`src/sv/iir3_pkg.sv`:
```
// ---------------------------------------------------------------------------
// iir3_pkg: shared types and constants for the third-order IIR filter
// Sample, coefficient and accumulator formats, register codes, handshake
// payload structs and the scaled feed-forward product.
// ---------------------------------------------------------------------------
package iir3_pkg;

    localparam int SAMPLE_W       = 16;
    localparam int COEF_W         = 16;
    localparam int Y_W            = 28;  // output history, Q20.8
    localparam int ACC_W          = 48;  // exact sum at 22 fraction bits
    localparam int BX_SHIFT       = 8;   // align b*x (14 frac) with a*y (22 frac)
    localparam int ACC_FRAC_SHIFT = 14;  // accumulator -> Q20.8
    localparam int Y_FRAC_SHIFT   = 8;   // Q20.8 -> integer
    localparam int NUM_REGS       = 7;
    localparam int NUM_B          = 4;   // b0..b3 are registers, a1..a3 follow
    localparam int REG_IDX_W      = 3;

    typedef logic signed [SAMPLE_W-1:0] sample_t;
    typedef logic signed [COEF_W-1:0]   coef_t;
    typedef logic signed [Y_W-1:0]      y_t;
    typedef logic signed [ACC_W-1:0]    acc_t;

    typedef enum logic [REG_IDX_W-1:0] {
        REG_B0 = 3'd0,
        REG_B1 = 3'd1,
        REG_B2 = 3'd2,
        REG_B3 = 3'd3,
        REG_A1 = 3'd4,
        REG_A2 = 3'd5,
        REG_A3 = 3'd6
    } reg_idx_t;

    localparam coef_t COEF_RESET [NUM_REGS] = '{
        16'sd1599, 16'sd7055, 16'sd7055, 16'sd1599,
        -16'sd9781, 16'sd3142, -16'sd295
    };

    typedef struct packed {
        sample_t sample_in;
        logic    last_of_block;
    } smp_item_t;

    typedef struct packed {
        sample_t sample_out;
        logic    saturated;
    } res_item_t;

    typedef struct packed {
        logic adv;    // product stage retires into the result register
        logic clear;  // retiring sample ends a block
    } cell_ctrl_t;

    // b*x scaled to 22 fraction bits
    function automatic acc_t scale_bx(coef_t b, sample_t x);
        logic signed [COEF_W+SAMPLE_W-1:0] p;
        p = b * x;
        return ACC_W'(p) <<< BX_SHIFT;
    endfunction

endpackage

```
`src/sv/iir3_cell.sv`:
```
// ---------------------------------------------------------------------------
// iir3_cell: one tap of the direct-form history chain
// Holds one delayed input and one delayed output, adds b*x - a*y of them to
// the partial sum of the next cell, and shifts its history down the row
// when a sample retires, or clears it when that sample ends a block.
// ---------------------------------------------------------------------------
module iir3_cell
    import iir3_pkg::*;
(
    input  logic       clk,
    input  logic       rst_n,
    input  cell_ctrl_t ctrl,
    input  coef_t      coef_b,
    input  coef_t      coef_a,
    input  sample_t    x_in,
    input  y_t         y_in,
    input  acc_t       s_in,
    output sample_t    x_out,
    output y_t         y_out,
    output acc_t       s_out
);

    sample_t x_reg;
    sample_t x_next;
    y_t      y_reg;
    y_t      y_next;
    acc_t    tap;
    logic signed [COEF_W+Y_W-1:0] ay;

    always_comb
    begin
        ay    = coef_a * y_reg;
        tap   = scale_bx(coef_b, x_reg) - ACC_W'(ay);
        s_out = s_in + tap;
        if (ctrl.clear)
        begin
            x_next = '0;
            y_next = '0;
        end
        else
        begin
            x_next = x_in;
            y_next = y_in;
        end
    end

    always_ff @(posedge clk or negedge rst_n)
    begin
        if (!rst_n)
        begin
            x_reg <= '0;
            y_reg <= '0;
        end
        else if (ctrl.adv)
        begin
            x_reg <= x_next;
            y_reg <= y_next;
        end
    end

    assign x_out = x_reg;
    assign y_out = y_reg;

endmodule

```
`config.mk`:
```
export PLATFORM = sky130hd
export DESIGN_NAME = iir3_cell
export DESIGN_NICKNAME = d
export VERILOG_FILES = /design/src/sv/iir3_pkg.sv /design/src/sv/iir3_cell.sv
export SDC_FILE = /design/constraint.sdc
export NUM_CORES = 2
export LEC_CHECK = 0
export BUFFER_PORTS_ARGS = -buffer_cell sky130_fd_sc_hd__buf_2
export CORE_MARGIN = 3
export CORE_UTILIZATION = 55
export CTS_CLUSTER_DIAMETER = 50
export DETAILED_ROUTE_END_ITERATION = 10
export PLACE_DENSITY = 0.81
export SYNTH_ARGS = -nofsm -noshare
export SYNTH_HDL_FRONTEND = slang
export SYNTH_SLANG_ARGS = --single-unit
```
`constraint.sdc`:
```
create_clock -name clk -period 32.5 [get_ports clk]
set_clock_uncertainty 0.2 [all_clocks]
set_input_delay 4.875 -clock clk [delete_from_list [all_inputs] [get_ports clk]]
set_output_delay 4.875 -clock clk [all_outputs]
set_load 0.02 [all_outputs]
```
==> results.toml <==
[routing]
viasPerCell = 5.453
wl_met3_um = 5412
wl_met1_um = 28270
num_vias = 22360
routedWlPerCell_um = 19.06
drtIter0Drc = 1320
highest_layer = "met5"
final_antenna_net_count = 0
wl_met2_um = 39250
firstDrtPassIters = 5
wl_um = 78160
drc = 0

[timing]
slew_violations = 0
hold_viol = 0
slew_headroom_pct = 34.93
final.setup.tns_ns = 0
max_freq_mhz = 49.89
setup_viol_count_final = 0
tightest_slew_ns = 0.9760
rsz0062_at_grt = "false"
fin_crit_sh_pct = 61.67
finalCriticalPeriod_ns = 20.04

[clock_network]
clk_pin_slew_ns = 0.07
clkSinkCount = 44
cts_resized = 0
numCtsBuffers = 5
cts_setup_buffers = 0
clk_path_buf_depth = 2
root_buffer = "clkbuf_16"
htreeDepth = 2
cts_hold_buf = 0
clk_latency_ns = 0.31
cts_tree = "yes"

[global_route]
grt_max_degree = 89
grt_pass1_vias = 25110
track_usage_pct = 28.71
antenna_found_initial = 2
overflow = 0
grt_pass1_wl_um = 128900

[floorplan]
ioPinCount = 220
die_x_um = 241.4
die_h_um = 241.4
start_util_pct = 56.07
num_rows = 85
dieArea_um2 = 58260
core_um2 = 54350

[synthesis]
ys.flop_type = "dfrtp_1"
yosysSeqAreaShare_pct = 3.613
syn_inst = 3249
synth-seq-cells = 44
ys.warnings.count = 0
syn_area_um2 = 30470
synth_edf_count = 0
synth.avg_cell_area_um2 = 9.379
synth_fp_nets = 4386
yosysUniqueCellTypes = 61
async_flop_share_pct = 100.0

[setup_path]
critPathBufInv = 6
required_ns = 27.42
critPathTopFamily = "adder cells"
r2r-start = "y_out[27]"
worstSetupPathType = "input port to output pin"
critical_path_peak_fanout = 16
max_stage_delay_ns = 0.59
cp_slowest_cell = "fa_1"
crit_top_cell = "fa_1"
crit_start = "coef_b[15]"
endpoint_kind = "output pin"
arrival_ns = 14.97
worstSetupStartpointType = "input port"

[finish]
synthToLayoutAreaGrowth_pct = 5.991
final_cell_mix = "832 x inv_1, 805 x fa_1, 367 x and2_1, 329 x nand2_1, 219 x buf_2"
final_common_cell = "inv_1"
drive_gt1_share_pct = 7.530
nFillCells = 4537
nets = 4497

[place]
io_buffers = 219
place.detailed.hpwl_um = 63830
place_congestion = 0.9148

[outcome]
status = "finished clean"

[worst_hold_path]
min_from = "y_out[22]"
hold_path.class = "flip-flop to flip-flop"

[job]
drv_cap = 0
## cell families (layout without fill, tap and decap cells)
group / count (synthesis) / count (layout) / synth area share, %
adder cells (fa/ha/maj): 1009 / 1009 / 61.26
buffers and inverters: 960 / 1071 / 11.83
XOR/XNOR: 86 / 86 / 2.517
flip-flops: 44 / 44 / 3.613
other: 0 / 2 / 0
AO/OA/AOI/OAI: 266 / 266 / 5.588
AND/OR/NAND/NOR: 884 / 884 / 15.18
## per-layer routing
metal	up-vias	GRT usage, %
met1	11480	34.24
met4	2	16.60
met2	919	50.19
met3	271	3.848
met5	-	0
li1	9691	-
## Yosys cell counts, types with 2 or more instances
library cell    n  area, um^2
o211a_1         2       20.02
a2111o_1        2       22.52
o31ai_1         3       22.52
xnor2_1        65       569.3
ha_1          204        2552
a31o_2          2       17.52
a2111oi_2       2       30.03
buf_1           2       7.510
a21boi_0        2       15.01
nor2_1         50       187.7
a221o_1         2       20.02
a21oi_1        62       310.3
a311oi_1        3       26.28
and3_1          4       25.02
clkbuf_1      124       465.5
nor3_1         13       65.06
a22oi_1         2       15.01
o21ai_2         2       17.52
and2_1        367        2296
nor2b_1        35       219.0
nand4_1         8       50.05
a31oi_1         6       37.54
nand2b_1       15       93.84
dfrtp_1        44        1101
o311ai_1        2       17.52
xor2_1         20       175.2
fa_1          805       16120
inv_1         832        3123
a211o_1         3       26.28
buf_2           2       10.01
or2_2           3       18.77
o21a_1         17       127.6
o21ai_0        81       405.4
nand3b_1       46       345.3
a211oi_1        5       37.54
and4_1          2       17.52
nand2_1       329        1235
or3_1           2       12.51
o21bai_1        9       67.56
a21o_1         43       322.8
nand3_1         7       35.03
## path summary, 6_finish.rpt
kind                        endpoint  slack (ns)  cells past startpoint
hold / removal             y_out[22]        0.44                      2
setup / recovery           s_out[46]       12.46                     34
hold reg to reg            y_out[22]        0.44                      2
setup reg to reg           y_out[27]       30.91                      2
max in group asynchronous  y_out[10]       27.15                      2
min in group asynchronous  x_out[15]        4.48                      2
## worst min-delay path, stage by stage, from the launching register on
cell     delay [ns]
dfrtp_1        0.44
inv_1          0.07
o21ai_0        0.08
## metrics by stage
stage               setup slack [ns]  instances  utilization [%]  area (um^2)  hold slack [ns]
floorplan                      12.74       3249                -        30470           0.4721
global placement               12.70       4092            59.08        32110           0.4102
detailed placement             12.49       4092            59.08        32110           0.4305
CTS                            12.46       4099            59.42        32290           0.4401
global route                   11.97       4100            59.42        32290           0.4856
finish                         12.46       4101            59.43        32300           0.4365
## state kept, by name (all words and copies together), names as in the netlist
signal	count
y_out	28
x_out	16
## layout make-up
| class | count | area, um^2 | share of cell area (%) |
|---|---|---|---|
| Tap cell | 739 | 924.6 | 2.863 |
| Inverter | 832 | 3123 | 9.670 |
| Sequential cell | 44 | 1101 | 3.409 |
| Clock inverter | 2 | 60.06 | 0.1860 |
| Clock buffer | 5 | 125.1 | 0.3874 |
| Antenna cell | 2 | 5.005 | 0.01550 |
| Timing Repair Buffer | 232 | 1194 | 3.696 |
| Multi-Input combinational cell | 2245 | 25760 | 79.77 |
Power is left out: the tool's default activity adds up to more than one toggle a clock period on the data nets, which glitch-free logic cannot reach.
