### config.mk
export PLATFORM = sky130hd
export DESIGN_NAME = iir3_quant
export DESIGN_NICKNAME = d
export VERILOG_FILES = /design/src/sv/iir3_pkg.sv /design/src/sv/iir3_quant.sv
export SDC_FILE = /design/constraint.sdc
export NUM_CORES = 1
export LEC_CHECK = 0
export ABC_AREA = 1
export BUFFER_PORTS_ARGS = -buffer_cell sky130_fd_sc_hd__buf_2
export CELL_PAD_IN_SITES_DETAIL_PLACEMENT = 0
export CELL_PAD_IN_SITES_GLOBAL_PLACEMENT = 1
export CORE_UTILIZATION = 35
export DETAILED_ROUTE_END_ITERATION = 8
export PLACE_DENSITY = 0.95
export SLEW_MARGIN = 5
export SYNTH_ARGS = -nofsm -noshare
export SYNTH_HDL_FRONTEND = slang
export SYNTH_SLANG_ARGS = --single-unit
### constraint.sdc
create_clock -name vclk -period 6.7
set_input_delay 1.34 -clock vclk [all_inputs]
set_output_delay 1.34 -clock vclk [all_outputs]
set_load 0.02 [all_outputs]
### src/sv/iir3_pkg.sv
// ---------------------------------------------------------------------------
// iir3_pkg: shared types and constants for the third-order IIR filter
// Sample, coefficient and accumulator formats, register codes, handshake
// payload structs and the scaled feed-forward product.
// ---------------------------------------------------------------------------
package iir3_pkg;

    localparam int SAMPLE_W       = 16;
    localparam int COEF_W         = 16;
    localparam int Y_W            = 28;  // output history, Q20.8
    localparam int ACC_W          = 48;  // exact sum at 22 fraction bits
    localparam int BX_SHIFT       = 8;   // align b*x (14 frac) with a*y (22 frac)
    localparam int ACC_FRAC_SHIFT = 14;  // accumulator -> Q20.8
    localparam int Y_FRAC_SHIFT   = 8;   // Q20.8 -> integer
    localparam int NUM_REGS       = 7;
    localparam int NUM_B          = 4;   // b0..b3 are registers, a1..a3 follow
    localparam int REG_IDX_W      = 3;

    typedef logic signed [SAMPLE_W-1:0] sample_t;
    typedef logic signed [COEF_W-1:0]   coef_t;
    typedef logic signed [Y_W-1:0]      y_t;
    typedef logic signed [ACC_W-1:0]    acc_t;

    typedef enum logic [REG_IDX_W-1:0] {
        REG_B0 = 3'd0,
        REG_B1 = 3'd1,
        REG_B2 = 3'd2,
        REG_B3 = 3'd3,
        REG_A1 = 3'd4,
        REG_A2 = 3'd5,
        REG_A3 = 3'd6
    } reg_idx_t;

    localparam coef_t COEF_RESET [NUM_REGS] = '{
        16'sd1599, 16'sd7055, 16'sd7055, 16'sd1599,
        -16'sd9781, 16'sd3142, -16'sd295
    };

    typedef struct packed {
        sample_t sample_in;
        logic    last_of_block;
    } smp_item_t;

    typedef struct packed {
        sample_t sample_out;
        logic    saturated;
    } res_item_t;

    typedef struct packed {
        logic adv;    // product stage retires into the result register
        logic clear;  // retiring sample ends a block
    } cell_ctrl_t;

    // b*x scaled to 22 fraction bits
    function automatic acc_t scale_bx(coef_t b, sample_t x);
        logic signed [COEF_W+SAMPLE_W-1:0] p;
        p = b * x;
        return ACC_W'(p) <<< BX_SHIFT;
    endfunction

endpackage

### src/sv/iir3_quant.sv
// ---------------------------------------------------------------------------
// iir3_quant: output quantizer
// Truncates the accumulator toward zero to Q20.8 and saturates it, then
// truncates to an integer sample and saturates to 16 bits with a flag.
// ---------------------------------------------------------------------------
module iir3_quant
    import iir3_pkg::*;
(
    input  acc_t    acc,
    output y_t      y,
    output sample_t sample,
    output logic    saturated
);

    localparam int YW_W = ACC_W - ACC_FRAC_SHIFT;
    localparam int YI_W = Y_W - Y_FRAC_SHIFT;

    acc_t                   acc_adj;
    logic signed [YW_W-1:0] yw;
    logic                   y_pos_ovf;
    logic                   y_neg_ovf;
    y_t                     y_adj;
    logic signed [YI_W-1:0] yi;
    logic                   s_pos_ovf;
    logic                   s_neg_ovf;

    always_comb
    begin
        // bias negatives so the arithmetic shift rounds toward zero
        acc_adj = acc + {{(ACC_W-ACC_FRAC_SHIFT){1'b0}}, {ACC_FRAC_SHIFT{acc[ACC_W-1]}}};
        yw      = acc_adj[ACC_W-1:ACC_FRAC_SHIFT];

        y_pos_ovf = !yw[YW_W-1] && (|yw[YW_W-2:Y_W-1]);
        y_neg_ovf = yw[YW_W-1] && !(&yw[YW_W-2:Y_W-1]);
        if (y_pos_ovf)
        begin
            y = {1'b0, {(Y_W-1){1'b1}}};
        end
        else if (y_neg_ovf)
        begin
            y = {1'b1, {(Y_W-1){1'b0}}};
        end
        else
        begin
            y = yw[Y_W-1:0];
        end

        y_adj = y + {{(Y_W-Y_FRAC_SHIFT){1'b0}}, {Y_FRAC_SHIFT{y[Y_W-1]}}};
        yi    = y_adj[Y_W-1:Y_FRAC_SHIFT];

        s_pos_ovf = !yi[YI_W-1] && (|yi[YI_W-2:SAMPLE_W-1]);
        s_neg_ovf = yi[YI_W-1] && !(&yi[YI_W-2:SAMPLE_W-1]);
        if (s_pos_ovf)
        begin
            sample = {1'b0, {(SAMPLE_W-1){1'b1}}};
        end
        else if (s_neg_ovf)
        begin
            sample = {1'b1, {(SAMPLE_W-1){1'b0}}};
        end
        else
        begin
            sample = yi[SAMPLE_W-1:0];
        end
        saturated = s_pos_ovf || s_neg_ovf;
    end

endmodule

==> impl_metrics.env, run 1 <==
export IMPL_status="finished, final reports clean"
export IMPL_gr_usage_all_layers_pct=20.4
export IMPL_min_path_type="in -> out"
export IMPL_io_pins=93
export IMPL_seq_power_share_pct=0
export IMPL_initial_core_util_pct=36.4
export IMPL_grt_remaining_overflow=0
export IMPL_first_pass_iters=4
export IMPL_synth_top_area_share_pct=30.1
export IMPL_start_kind="input port"
export IMPL_die_w_um=97.5
export IMPL_first_global_vias=3716
export IMPL_max_stage_delay_ps=300
export IMPL_combPwrFrac_pct=100.0
export IMPL_final_util_pct=48.1
export IMPL_die_h_um=97.5
export IMPL_synth_most_common_cell="nand2_1"
export IMPL_p_sw_uw=192
export IMPL_yosysSeqAreaShare_pct=0
export IMPL_antenna_found_initial=0
export IMPL_synthAdderAreaFrac_pct=7.85
export IMPL_synth_top_family_by_area="simple AND/OR/NAND/NOR gates"
export IMPL_crit_path_max_fanout=16
export IMPL_worst_hold_slack_ps=3180
export IMPL_drc=0
export IMPL_path_class="in -> out"
export IMPL_cpMaxStageDelayCell="ha_1"
export IMPL_nFillCells=992
export IMPL_routedWlPerCell_um=11.8
export IMPL_crit_top_cell="nand2_1"
export IMPL_diodes=0
export IMPL_seqCellArea_um2=0
export IMPL_p_leak_uw=0.00221
export IMPL_tightest_slew_ps=509
export IMPL_grt_pass1_wl_mm=16.5
export IMPL_synth_nets=721
export IMPL_fmax_mhz=156
export IMPL_hold_buffers=0
export IMPL_yosys_top_cells_count="nand2_1 (256), nor2_1 (94), inv_1 (81)"
export IMPL_intPower_uw=112
export IMPL_yosysWarnings=0
export IMPL_required_ps=5360
export IMPL_yosysUniqueCellTypes=34
export IMPL_synth_xor_area_share_pct=5.77
export IMPL_hold_viol_final=0
export IMPL_p_clk_share_pct=0
export IMPL_portBuffers=93
export IMPL_via_per_inst=4.82
export IMPL_vias=4176
export IMPL_synth_compound_area_share_pct=9.18
export IMPL_dp_hpwl_mm=8.73
export IMPL_final_nets=829
export IMPL_wirelength_mm=10.2
export IMPL_grt_max_degree=21
export IMPL_muxShareOfSynthArea_pct=0
export IMPL_layout_drive_gt1_share_pct=28.3
export IMPL_ir_drop_v=0.0000308
export IMPL_syn_mean_instance_area_um2=4.88
export IMPL_core_area_um2=8760
export IMPL_synth_largest_area_cell="nand2_1"
export IMPL_yosys_top_cells_area="nand2_1 (30%), nor2_1 (11%), inv_1 (9.5%)"
export IMPL_drv_cap=0
export IMPL_slew_viol_final=0
export IMPL_synthesis_instances=653
export IMPL_sw_frac_of_total_pct=63.2
export IMPL_synth_simple_area_share_pct=63.8
export IMPL_worstPathArrival_ps=5080
export IMPL_rows=34
export IMPL_period_share_pct=95.8
export IMPL_crit_path_end_kind="output pin"
export IMPL_num_clock_buffers=0
export IMPL_setup_violations=0
export IMPL_maxSlewHeadroom_pct=65.7
export IMPL_die_area_um2=9500
export IMPL_period_needed_ps=6420
export IMPL_drtIter0Drc=179
export IMPL_p_per_area_nw_per_um2=72.0
export IMPL_seq_cells=0
export IMPL_syn_cell_area_um2=3190
export IMPL_globalplace_congestion=0.944
export IMPL_syn2layout_area_growth_pct=32.3
export IMPL_drtAntennaViolNets=0
export IMPL_holdPathStages=5
==> routing by layer <==
metal  vias to the layer above  GRT usage (%)  wire (um)
met3                        18           1.15        414
li1                       2268              -          -
met2                        96           37.5       4930
met1                      1794           26.2       4650
met4                         0           4.07        212
met5                         -              0          0
==> power by group through the flow <==
| stage | Combinational (uW) | Sequential, uW | Clock [uW] |
|---|---|---|---|
| 6_report | 304 | 0 | 0 |
| 5_1_grt | 338 | 0 | 0 |
| 4_1_cts | 271 | 0 | 0 |
| 3_5_place_dp | 270 | 0 | 0 |
| 3_3_place_gp | 270 | 0 | 0 |
| 2_1_floorplan | 187 | 0 | 0 |
==> worst max-delay path, delay by kind of cell <==
family / cells / cell delay, ps
compound gates: 2 / 340
fa+ha+maj: 2 / 590
buf+inv: 6 / 640
simple gates: 22 / 2140
==> worst paths after layout <==
check / start / endpoint / slack, ps
setup / recovery: acc[47] / sample[13] / 280
hold / removal: acc[33] / y[19] / 3180
==> layout by cell type (no fill, tap or decap), types with 13 or more instances in the layout <==
| cell type | n |
|---|---|
| nor2_2 | 13 |
| inv_2 | 14 |
| nor2_1 | 87 |
| nand4_1 | 19 |
| a21oi_1 | 21 |
| buf_2 | 89 |
| nand2_2 | 34 |
| inv_1 | 80 |
| nand2_1 | 248 |
| nand3_1 | 30 |
| buf_4 | 19 |
==> layout make-up <==
cell class	instances	area (um2)	share of cell area, %
multi-input combinational	553	3070	72.9
timing repair buffer	111	653	15.5
inverter	95	357	8.45
tap	108	135	3.20
==> stage by stage <==
stage	cell area, um2	setup slack [ps]	cells	power (uW)	setup TNS (ps)
2_1_floorplan	3190	34.7	653	187	0
5_1_grt	4220	-44.8	867	338	-450
3_5_place_dp	3830	67.7	861	270	0
4_1_cts	3830	56.0	861	271	0
6_report	4220	278	867	304	0
3_3_place_gp	3830	94.8	861	270	0
==> repair_timing <==
item	in CTS	in global routing
gates resized for setup	0	58
setup buffers	0	4
endpoints found under the setup margin	0	17
==> kinds of logic (layout without fill, tap and decap cells) <==
| family | Yosys count | in the layout |
|---|---|---|
| and+or+nand+nor | 464 | 465 |
| adders and majority gates | 20 | 20 |
| buffers and inverters | 101 | 206 |
| AOI/OAI and AO/OA | 47 | 47 |
| xor gates and xnor gates | 21 | 21 |
No activity file was read; power rests on OpenSTA's default activity.
==> run 2: changes to the inputs <==
ABC_AREA = not set   (was 1)
PLACE_DENSITY = 0.94   (was 0.95)
==> run 2 against run 1 <==
  * Combinational power is 41% higher
  * Highest routed layer unchanged
  * Die area is 23% lower
  * Utilization is 26 points higher
  * The flow now finishes with violations (negative setup slack)
  * First-iteration DRC count grew to 2.6 times the previous value
  * Via count is 6.5% higher
  * Critical path type unchanged
  * Non-clock buffer count is 150 higher
  * Global-route usage is 12 points higher
==> impl_metrics.env, run 2 <==
export IMPL_status="finished with violations"
export IMPL_violations="negative setup slack"
export IMPL_die_area_um2=7290
export IMPL_setup_violations=17
export IMPL_routedWlPerCell_um=19.1
export IMPL_portBuffers=93
export IMPL_grt_setup_unrepaired="yes"
export IMPL_drc=0
export IMPL_yosysUniqueCellTypes=64
export IMPL_final_cell_mix="buf_4 (156), buf_2 (74), nand2_1 (43), nor2_1 (26), o21ai_0 (25)"
export IMPL_place_ws_ps=-1100
export IMPL_nFillCells=442
export IMPL_grt_pass1_wl_mm=19.3
export IMPL_p_per_area_nw_per_um2=85.4
export IMPL_synthesis_instances=375
export IMPL_yosysSeqAreaShare_pct=0
export IMPL_crit_path_end_kind="output pin"
export IMPL_crit_path_max_fanout=7
export IMPL_start_kind="input port"
export IMPL_gr_usage_all_layers_pct=32.3
export IMPL_yosysWarnings=0
export IMPL_initial_core_util_pct=36.0
export IMPL_cp_num_buf_inv=13
export IMPL_diodes=0
export IMPL_final_area_um2=5020
export IMPL_layout_drive_gt1_share_pct=55.1
export IMPL_die_h_um=85.4
export IMPL_seqCellArea_um2=0
export IMPL_grtUsageMet2_pct=58.3
export IMPL_maxSlewHeadroom_pct=64.6
export IMPL_hold_buffers=0
export IMPL_first_pass_iters=5
export IMPL_syn2layout_area_growth_pct=106
export IMPL_syn_cell_area_um2=2430
export IMPL_wirelength_mm=13.5
export IMPL_core_area_um2=6760
export IMPL_vias=4449
export IMPL_synth_most_common_cell="nand2_1"
export IMPL_ir_drop_v=0.0000441
export IMPL_max_stage_delay_ps=470
export IMPL_grt_remaining_overflow=0
export IMPL_path_class="in -> out"
export IMPL_dpl_cell_area_um2=4320
export IMPL_min_path_type="in -> out"
export IMPL_period_needed_ps=8050
export IMPL_antenna_found_initial=0
export IMPL_layout_commonest_cell="buf_4"
export IMPL_yosys_top_cells_area="ha_1 (10%), o21ai_0 (7.4%), nand2_1 (6.6%)"
export IMPL_crit_family="compound AO/OA/AOI/OAI gates"
export IMPL_period_share_pct=120
export IMPL_grt_max_degree=25
export IMPL_grtUsageMet3_pct=3.31
export IMPL_required_ps=5360
export IMPL_syn_mean_instance_area_um2=6.49
export IMPL_drtAntennaViolNets=0
export IMPL_dp_hpwl_mm=8.29
export IMPL_multi_input_area_um2=2890
export IMPL_grt_busiest_layer="met2"
export IMPL_synth_largest_area_cell="ha_1"
export IMPL_fmax_mhz=124
export IMPL_seq_cells=0
export IMPL_yosys_top_cells_count="nand2_1 (43), o21ai_0 (36), a21oi_1 (30)"
export IMPL_num_clock_buffers=0
export IMPL_die_w_um=85.4
export IMPL_slew_viol_final=0
export IMPL_drtIter0Drc=471
export IMPL_first_global_vias=4091
export IMPL_tightest_slew_ps=530
export IMPL_worstPathArrival_ps=6710
export IMPL_p_leak_uw=0.00217
export IMPL_grtUsageMet1_pct=39.5
export IMPL_drv_cap=0
export IMPL_synth_nets=443
export IMPL_rows=30
export IMPL_finalPower_uw=429
export IMPL_crit_top_cell="buf_4"
export IMPL_cpMaxStageDelayCell="a2111oi_4"
export IMPL_io_pins=93
export IMPL_globalplace_congestion=0.910
export IMPL_fin_ws_ps=-1350
export IMPL_via_per_inst=6.32
export IMPL_final_nets=694
export IMPL_hold_viol_final=0
export IMPL_synth_top_area_share_pct=10.3
[run 2: cell types whose count changed in the layout (fill, tap and decap cells not counted), sizes merged, moves of 7 or more]
cell / delta
o21ai: +35
inv: -80
xnor2: +7
nand2: -244
nor2: -76
o211ai: +7
nand3: -21
buf: +149
o21a: +10
[run 2: cell families (layout without fill, tap and decap cells)]
group | count (synthesis) | in the layout | share of synthesized area (%)
AND/OR/NAND/NOR | 154 | 154 | 33.5
XOR/XNOR | 30 | 30 | 11.1
AO/OA/AOI/OAI | 144 | 144 | 40.4
adder cells (fa/ha/maj) | 20 | 20 | 10.3
buffers and inverters | 27 | 276 | 4.73
[run 2: layer usage]
| metal | part of all wire [%] | up-vias |
|---|---|---|
| li1 | - | 1942 |
| met1 | 36 | 2060 |
| met2 | 47 | 335 |
| met3 | 9.6 | 112 |
| met4 | 6.9 | 0 |
| met5 | 0 | - |
[run 2: worst paths after layout]
| path | slack [ps] | from | depth (start not counted) | to |
|---|---|---|---|---|
| min | 3200 | acc[36] | 4 | y[22] |
| max | -1350 | acc[47] | 29 | sample[9] |
[run 2: power by group]
group / switching (uW) / leakage, uW / total [uW] / internal, uW
Sequential: 0 / 0 / 0 / 0
Combinational: 224 / 0.00217 / 429 / 205
Clock: 0 / 0 / 0 / 0
Total: 224 / 0.00217 / 429 / 205
[run 2: area by class of cell]
class / count / area share, %
Multi-Input combinational cell: 348 / 57.5
Inverter: 15 / 1.15
Tap cell: 80 / 1.99
Timing Repair Buffer: 261 / 39.4
[run 2: stage by stage]
stage | instances | hold slack [ps] | TNS [ps] | utilization (%)
4_1_cts | 698 | 3210 | -16650 | 71.1
6_report | 704 | 3200 | -20380 | 74.4
2_1_floorplan | 375 | 2890 | -15340 | -
5_1_grt | 704 | 3260 | -22690 | 74.4
3_3_place_gp | 659 | 3200 | -14340 | 63.9
3_5_place_dp | 659 | 3210 | -17440 | 63.9
[run 2: worst min-delay path: stages]
cell	delay [ps]
buf_2	110
xor2_1	120
o21ai_0	110
buf_2	180
[run 2: repair_timing]
| item | 4_1_cts | 5_1_grt |
|---|---|---|
| setup endpoints to repair | 17 | 20 |
| pin swaps | 7 | 13 |
| cloned | 2 | 0 |
| gates resized for setup | 44 | 39 |
| buffers inserted | 37 | 13 |
==> run 3: changes to the inputs <==
ABC_CLOCK_PERIOD_IN_PS = 10100   (was not set)
CORE_UTILIZATION = 38   (was 35)
PLACE_DENSITY = 0.95   (was 0.94)
clock period = 10.1 ns   (was 6.7 ns; I/O delays follow)
==> run 3 against run 2 <==
  * The flow now finishes without violations
  * Non-clock buffer count decreased by 156
  * Critical path depth decreased by 5
  * Power decreased by 61%
  * Sequential share of layout area unchanged
  * Wire length decreased by 37%
  * Critical path type unchanged
  * Utilization decreased by 24 points
  * Largest cell class unchanged
  * Final cell count decreased by 23%
==> impl_metrics.env, run 3 (synthesized netlist as in run 2, its figures left out) <==
export IMPL_status="finished, final reports clean"
export IMPL_final_nets=539
export IMPL_crit_top_cell="o21a_1"
export IMPL_antenna_found_initial=0
export IMPL_nFillCells=619
export IMPL_worstPathArrival_ps=7810
export IMPL_die_area_um2=6730
export IMPL_drv_cap=0
export IMPL_routedWlPerCell_um=15.6
export IMPL_period_share_pct=97.3
export IMPL_first_pass_iters=5
export IMPL_grt_remaining_overflow=0
export IMPL_hold_viol_final=0
export IMPL_drc=0
export IMPL_seqCellArea_um2=0
export IMPL_hold_end="y[5]"
export IMPL_period_needed_ps=9830
export IMPL_holdPathStages=4
export IMPL_crit_family="compound AO/OA/AOI/OAI gates"
export IMPL_crit_path_max_fanout=16
export IMPL_start_kind="input port"
export IMPL_core_area_um2=6060
export IMPL_final_cell_mix="buf_2 (93), nand2_1 (43), o21ai_0 (36), a21oi_1 (30), nor2_1 (28)"
export IMPL_dp_hpwl_mm=6.73
export IMPL_wirelength_mm=8.50
export IMPL_grt_pass1_wl_mm=12.7
export IMPL_layout_drive_gt1_share_pct=27.7
export IMPL_die_h_um=82.0
export IMPL_ir_drop_v=0.0000284
export IMPL_drtIter0Drc=331
export IMPL_p_per_area_nw_per_um2=53.7
export IMPL_vias=3309
export IMPL_final_util_pct=50.8
export IMPL_seq_cells=0
export IMPL_portBuffers=93
export IMPL_syn2layout_area_growth_pct=26.6
export IMPL_diodes=0
export IMPL_cp_num_buf_inv=3
export IMPL_max_stage_delay_ps=490
export IMPL_worstPathCellList="buf_2, ha_1, a21oi_1, o21ai_1, a22o_2, o211ai_1, nor3_1, o31a_1, o31ai_4, o21ai_0, ha_1, o21a_1, o21a_1, o21a_1, o21a_1, o21ai_0, nor4b_2, a41oi_2, a2111oi_4, xor2_1, a21boi_4, buf_4, o31ai_1, buf_2"
export IMPL_globalplace_congestion=0.883
export IMPL_setup_violations=0
export IMPL_gr_usage_all_layers_pct=23.4
export IMPL_place_ws_ps=-44.6
export IMPL_cpMaxStageDelayCell="o211ai_1"
export IMPL_initial_core_util_pct=40.2
export IMPL_die_w_um=82.0
export IMPL_min_path_type="in -> out"
export IMPL_via_per_inst=6.08
export IMPL_required_ps=8080
export IMPL_p_leak_uw=0.00124
export IMPL_first_global_vias=2746
export IMPL_rows=28
export IMPL_drtAntennaViolNets=0
export IMPL_holdCritStartpoint="acc[19]"
export IMPL_grt_max_degree=25
export IMPL_layout_commonest_cell="buf_2"
export IMPL_num_clock_buffers=0
export IMPL_tightest_slew_ps=1220
export IMPL_slew_viol_final=0
export IMPL_io_pins=93
export IMPL_crit_path_end_kind="output pin"
export IMPL_fin_ws_ps=269
export IMPL_maxSlewHeadroom_pct=18.3
export IMPL_fmax_mhz=102
export IMPL_path_class="in -> out"
## run 3: cell count changes in the layout (fill, tap and decap cells not counted), sizes merged
cell and delta:
buf -154, clkbuf -2, o31ai +1
## run 3: final cells by class
cell class                 count  area, um2  share of cell area (%)
multi-input combinational    349       2380                    77.1
timing repair buffer         105        556                    18.0
tap                           75       93.8                    3.05
inverter                      15       56.3                    1.83
## run 3: per-layer routing
layer / track usage, % / routed length (um) / vias to the layer above
li1: - / - / 1633
met1: 32.8 / 3740 / 1500
met2: 39.7 / 3970 / 160
met3: 1.78 / 700 / 16
met4: 2.46 / 80 / 0
met5: 0 / 0 / -
## run 3: what timing repair did
item | 4_1_cts | 5_1_grt
gates resized for setup | 1 | 4
setup endpoints to repair | 9 | 16
cloned | 0 | 1
hold buffers | 0 | 0
setup buffers | 0 | 6
pin swaps | 0 | 4
## run 3: worst max path at each step
stage,from,endpoint,slack [ps],cells after the start
finish,acc[47],sample[2],270,24
global route,acc[47],sample[2],-70,25
CTS,acc[47],sample[2],130,25
detailed placement,acc[47],sample[2],-40,25
global placement,acc[47],sample[2],230,24
floorplan,acc[11],sample[10],150,26
## run 3: stage by stage
stage	cells	hold WS [ps]	total power (uW)	instance area, um2	TNS (ps)
floorplan	375	4320	107	2430	0
detailed placement	537	4530	157	2980	-200
global route	544	4580	181	3080	-151
finish	544	4530	166	3080	0
CTS	537	4530	158	2990	0
global placement	537	4540	156	2980	0
## run 3: power breakdown
part	internal, uW	switching (uW)
sequential	0	0
combinational	61.1	104
clock	0	0
